### config.mk
export PLATFORM = sky130hd
export DESIGN_NAME = aieu_res_buf
export DESIGN_NICKNAME = d
export VERILOG_FILES = /design/src/aieu_pkg.sv /design/src/aieu_res_buf.sv
export SDC_FILE = /design/constraint.sdc
export NUM_CORES = 1
export LEC_CHECK = 0
export BUFFER_PORTS_ARGS = -buffer_cell sky130_fd_sc_hd__buf_2
export CORE_UTILIZATION = 59
export DETAILED_ROUTE_END_ITERATION = 10
export PLACE_DENSITY = 0.87
export SYNTH_ARGS = -nofsm -noshare
export SYNTH_HDL_FRONTEND = slang
export SYNTH_SLANG_ARGS = --single-unit
### constraint.sdc
create_clock -name clk_i -period 12.8 [get_ports clk_i]
set_clock_uncertainty 0.2 [all_clocks]
set_input_delay 3.2 -clock clk_i [delete_from_list [all_inputs] [get_ports clk_i]]
set_output_delay 3.2 -clock clk_i [all_outputs]
set_load 0.01 [all_outputs]
### src/aieu_pkg.sv
// ----------------------------------------------------------------------------
// aieu_pkg
// Shared types and constants for the accumulator/index execute unit.
// ----------------------------------------------------------------------------
package aieu_pkg;

  localparam int WordBits    = 24;
  localparam int EaBits      = 12;
  localparam int EaSpan      = 1 << EaBits;
  localparam int OpBits      = 5;
  localparam int ModeBits    = 2;
  localparam int SelBits     = 2;
  localparam int NumIdx      = 4;
  localparam int StatusBits  = 2;
  localparam int ResBufDepth = 3;
  localparam int ResCntBits  = 2;

  typedef enum logic [OpBits-1:0] {
    OpHalt = 5'd0,
    OpLd   = 5'd1,
    OpSt   = 5'd2,
    OpEm   = 5'd3,
    OpLdx  = 5'd4,
    OpStx  = 5'd5,
    OpEmx  = 5'd6,
    OpAdd  = 5'd7,
    OpSub  = 5'd8,
    OpClr  = 5'd9,
    OpCom  = 5'd10,
    OpAnd  = 5'd11,
    OpOr   = 5'd12,
    OpXor  = 5'd13,
    OpAddx = 5'd14,
    OpSubx = 5'd15,
    OpClrx = 5'd16
  } op_e;

  typedef enum logic [ModeBits-1:0] {
    ModeDirect   = 2'd0,
    ModeImm      = 2'd1,
    ModeIndexed  = 2'd2,
    ModeIndirect = 2'd3
  } mode_e;

  typedef enum logic [StatusBits-1:0] {
    StOk      = 2'd0,
    StHalt    = 2'd1,
    StIllegal = 2'd2
  } status_e;

  typedef struct packed {
    logic [StatusBits-1:0] status;
    logic [WordBits-1:0]   acc_value;
    logic [WordBits-1:0]   index_value;
    logic [WordBits-1:0]   mem_value;
  } res_t;

  // Addressing modes that an opcode does not allow.
  function automatic logic mode_illegal(logic [OpBits-1:0] op, logic [ModeBits-1:0] mode);
    logic ill;
    ill = 1'b0;
    case (op)
      OpSt, OpEm:             ill = (mode == ModeImm);
      OpLdx, OpAddx, OpSubx:  ill = (mode == ModeIndexed) || (mode == ModeIndirect);
      OpStx, OpEmx:           ill = (mode != ModeDirect);
      default:                ill = 1'b0;
    endcase
    return ill;
  endfunction

endpackage

### src/aieu_res_buf.sv
// ----------------------------------------------------------------------------
// aieu_res_buf
// Three-entry result queue between the execute stage and the result channel.
// ----------------------------------------------------------------------------
module aieu_res_buf (
  input  logic                        clk_i,
  input  logic                        rst_ni,
  input  logic                        push_i,
  input  aieu_pkg::res_t              push_data_i,
  input  logic                        pop_i,
  output logic                        valid_o,
  output aieu_pkg::res_t              data_o,
  output logic [aieu_pkg::ResCntBits-1:0] count_o
);
  import aieu_pkg::*;

  res_t                  slot_q [ResBufDepth];
  logic [ResCntBits-1:0] wr_ptr_q, rd_ptr_q, cnt_q;
  logic                  do_pop;

  assign do_pop  = pop_i && (cnt_q != '0);
  assign valid_o = (cnt_q != '0);
  assign data_o  = slot_q[rd_ptr_q];
  assign count_o = cnt_q;

  always_ff @(posedge clk_i or negedge rst_ni) begin
    if (!rst_ni) begin
      wr_ptr_q <= '0;
      rd_ptr_q <= '0;
      cnt_q    <= '0;
    end else begin
      if (push_i) begin
        wr_ptr_q <= (wr_ptr_q == ResCntBits'(ResBufDepth - 1)) ? '0 : wr_ptr_q + 1'b1;
      end
      if (do_pop) begin
        rd_ptr_q <= (rd_ptr_q == ResCntBits'(ResBufDepth - 1)) ? '0 : rd_ptr_q + 1'b1;
      end
      unique case ({push_i, do_pop})
        2'b10:   cnt_q <= cnt_q + 1'b1;
        2'b01:   cnt_q <= cnt_q - 1'b1;
        default: cnt_q <= cnt_q;
      endcase
    end
  end

  always_ff @(posedge clk_i) begin
    if (push_i) begin
      slot_q[wr_ptr_q] <= push_data_i;
    end
  end

endmodule

======== Yosys cells after proc, flatten, opt, wreduce, memory -nomap -nowiden ========
Memory sizes are Yosys's and may differ from the RTL's.
Cells that the tools add are included.
storage, ports and cells
  memories ................................ 1
  word-level logic and storage cells ...... 20
  flip-flop bits (word level) ............. 6
  output and inout bits ................... 77
  ROM bits ................................ 0
  input bits .............................. 78
  latch bits .............................. 0
  RAM bits ................................ 222
memory list
  memory  words  width  rd ports  clocked after Yosys merged registers in  write ports  RTL line            text
  slot_q  3      74     1         0                                        1            aieu_res_buf.sv:17  res_t slot_q [ResBufDepth];
cells by class
  muxes and demuxes ....................... 5
  bitwise logic cells ..................... 0
  add/subtract/negate cells ............... 4
  multipliers ............................. 0
  shift-type cells ........................ 0
  reductions and logical operators ........ 3
  divide/modulo/power cells ............... 0
  eq/ne operators ......................... 4
  $lt $le $gt $ge ......................... 0
operators by type and width
  cell                 count
  $add 2x1->2 const B  3
  $eq 2x2->1 const B   3
  $mux 2               2
  $pmux 2 s2           1
  $reduce_bool 2->1    2
  $eq 2x1->1 const B   1
  $mux 1               2
  $sub 2x1->2 const B  1
  $logic_and 1x1->1    1

======== Logic depth before layout (Yosys ltp) ========
  depth in word-level cells ............... 4
  gate-level depth with buffers ........... 6
  depth with buffers taken out ............ 6

======== Worst setup path after synthesis ========
Ideal clock, no wire load.
  path kind ............................... input -> register
  from .................................... input push_i
  to ...................................... memory slot_q[1][0] in the netlist's numbering, enable pin
  data arrival time ....................... 8.732 ns
  buffers on the path ..................... 0
  library setup time ...................... 0.615 ns
  cell stages on the path ................. 2
  data required time ...................... 11.985 ns
  slack ................................... 3.253 ns
  cell sequence ........................... inv_1 nor3b_1
on the way
  word-level cells in the longest chain between the ends .. 2
ends and longest elaborated chain
  what                          RTL line            text
  start: declaration            aieu_res_buf.sv:8   input logic push_i,
  $mux 1                        aieu_res_buf.sv:47  if (push_i) begin
  $mux 1 (implied by the code)  aieu_res_buf.sv:48  slot_q[wr_ptr_q] <= push_data_i;
  end: declaration              aieu_res_buf.sv:17
No other way between the ends.

==> impl_metrics.py <==
metrics = {
    "sta": {
        "layout_setup_ws_ns": 6.76,
        "tns_ns": 0,
        "rsz0062_at_grt": "false",
        "setup_viol": 0,
        "max_freq_ghz": 0.166,
        "finalHoldViolations": 0,
        "slew_headroom_pct": 24.4,
        "drv_slew": 0,
        "worstMarginPinSlew_ns": 1.13,
        "fin_crit_ns": 6.04,
        "period_share_pct": 47.2,
    },
    "run_status": {
        "status": "finished, final reports clean",
    },
    "grt": {
        "use_met1_pct": 23.9,
        "grt_util_met2_pct": 36.4,
        "grt.total_usage_pct": 20.2,
        "grt_pass1_vias": 4678,
        "grt_max_degree": 101,
        "antenna_found_initial": 0,
        "overflow": 0,
        "grt_util_met3_pct": 3.98,
        "grt.busiest_layer": "met2",
        "grt_pass1_wl_um": 22800,
    },
    "synth": {
        "yosys_most_used_dff": "edfxtp_1",
        "ys_seq_elements": 228,
        "synthArstFlopShare_pct": 2.63,
        "synth_cells": 495,
        "syn-cell-area_um2": 8510,
        "syn_area_per_cell_um2": 17.2,
        "synth.yosys.seq_area_share_pct": 80.1,
        "synth_nets": 574,
        "synth_edf_count": 222,
        "ys_warn_count": 0,
        "synth_cell_types": 20,
    },
    "place": {
        "port_buffers": 154,
        "routabilityCongestion": 0.724,
        "dpl.hpwl_um": 9300,
        "place_worst_setup_slack_ns": 7.25,
        "place_inst": 811,
    },
    "layout": {
        "final_common_cell": "edfxtp_1",
        "layout-drive-gt1-share_pct": 29.5,
        "final_nets": 734,
        "postLayoutCoreUtil_pct": 72.1,
        "final_cells": 848,
        "syn2layout_area_growth_pct": 18.6,
        "antenna_cells": 0,
        "layout_common_cells": "edfxtp_1, buf_2, nand2_1, mux2i_1, o21ai_0",
    },
    "route": {
        "via_per_inst": 5.47,
        "antenna_left": 0,
        "num_vias": 4639,
        "drt_first_pass_iters": 4,
        "drt-wirelength-per-cell_um": 17.9,
        "route.detailed.drc": 0,
        "drt_iter0_markers": 307,
        "finalWirelength_um": 15200,
    },
    "clocking": {
        "cts_setup_buffers": 0,
        "cts.clk_slew.worst_paths_ns": 0.06,
        "cts.htree.levels": 1,
        "clk_latency_ns": 0.48,
        "cts-buffers-inserted": 22,
        "cts_tree": "built",
        "cts_hold_buf": 0,
        "root_buffer": "clkbuf_16",
        "clock_path_buffers": 3,
        "cts_resized": 0,
        "clkSinkCount": 228,
    },
    "floorplan": {
        "rows": 43,
        "die_w_um": 122,
        "initial_core_util_pct": 60.8,
        "die-height_um": 122,
        "ios": 155,
        "die-area_um2": 14900,
        "core_um2": 14000,
    },
    "pwr": {
        "power_density_nw_per_um2": 226,
        "power.total_w": 0.00228,
        "power_leakage_nw": 3.73,
        "ir_drop_uv": 143,
    },
    "setup_path": {
        "start_kind": "register",
        "worstPathRequired_ns": 9.40,
        "path_class": "register to output port",
        "critPathMaxFanout": 47,
        "critPathCaptureType": "output port",
        "worstPathArrival_ns": 2.64,
    },
    "flow_run": {
        "drv_cap": 0,
    },
    "hold_path": {
        "hp-class": "register to register",
    },
}
[worst max-delay path, stage by stage (launching register included)]
cell,delay (ns)
dfrtp_4,0.75
buf_4,0.74
mux2i_1,0.27
o21ai_0,0.12
buf_2,0.20
[synthesized netlist by cell type, drive strengths merged, types with 2 or more instances]
cell,n,share of area (%)
edfxtp,222,78
mux2i,74,8.7
inv,2,0.088
dfrtp,6,1.8
nand2,77,3.4
a21o,3,0.26
clkbuf,6,0.26
nor2,2,0.088
o21ai,76,4.5
nor3,2,0.12
buf,19,1.9
xnor2,2,0.21
[path summary, 6_finish.rpt]
path / depth (start not counted) / slack, ns / endpoint / from
min: 1 / 0.34 / count_o[1] / count_o[1]
min reg2reg: 1 / 0.34 / count_o[1] / count_o[1]
max reg2reg: 3 / 10.19 / slot_q[2][14] / wr_ptr_q[1]
max: 4 / 6.76 / data_o[33] / rd_ptr_q[0]
max in group asynchronous: 1 / 9.91 / rd_ptr_q[1] / rst_ni
min in group asynchronous: 1 / 2.33 / count_o[1] / rst_ni
[where the power goes]
group	leakage (nW)	internal [W]	switching [W]
combinational	1.28	0.000248	0.000385
clock	0.337	0.000363	0.000245
sequential	2.12	0.000962	0.0000756
total	3.73	0.00157	0.000706
[cell type report]
| type | count | area (um^2) |
|---|---|---|
| Clock buffer | 30 | 632 |
| Clock inverter | 7 | 58.8 |
| Timing Repair Buffer | 161 | 823 |
| Tap cell | 180 | 225 |
| Inverter | 2 | 7.51 |
| Sequential cell | 228 | 6820 |
| Multi-Input combinational cell | 240 | 1520 |
| Fill cell | 882 | 3900 |
[cells by family after synthesis]
kind of cell             synth area share [%]
adder cells (fa/ha/maj)                 0.147
XOR/XNOR                                0.309
multiplexers                             8.70
flip-flops                               80.1
AND/OR/NAND/NOR                          3.76
AO/OA/AOI/OAI                            4.73
buffers and inverters                    2.26
[metrics by stage]
stage	instance area, um^2	hold WS [ns]
after detailed placement	9400	0.338
final	10100	0.344
after global routing	10100	0.372
after floorplan	8510	0.291
after CTS	10100	0.348
after global placement	9400	0.323
[flip-flops by register name, indices dropped and copies added (netlist names)]
register and count:
rd_ptr_q 2, count_o 2, wr_ptr_q 2, slot_q 222
[layer usage]
layer / part of all wire (%) / vias to the layer above / wire length, um
met1: 39 / 2272 / 5860
met2: 53 / 153 / 8070
met4: 2.2 / 0 / 342
li1: - / 2185 / -
met5: 0 / - / 0
met3: 6.2 / 29 / 945
Power figures use the tool's default switching activity.
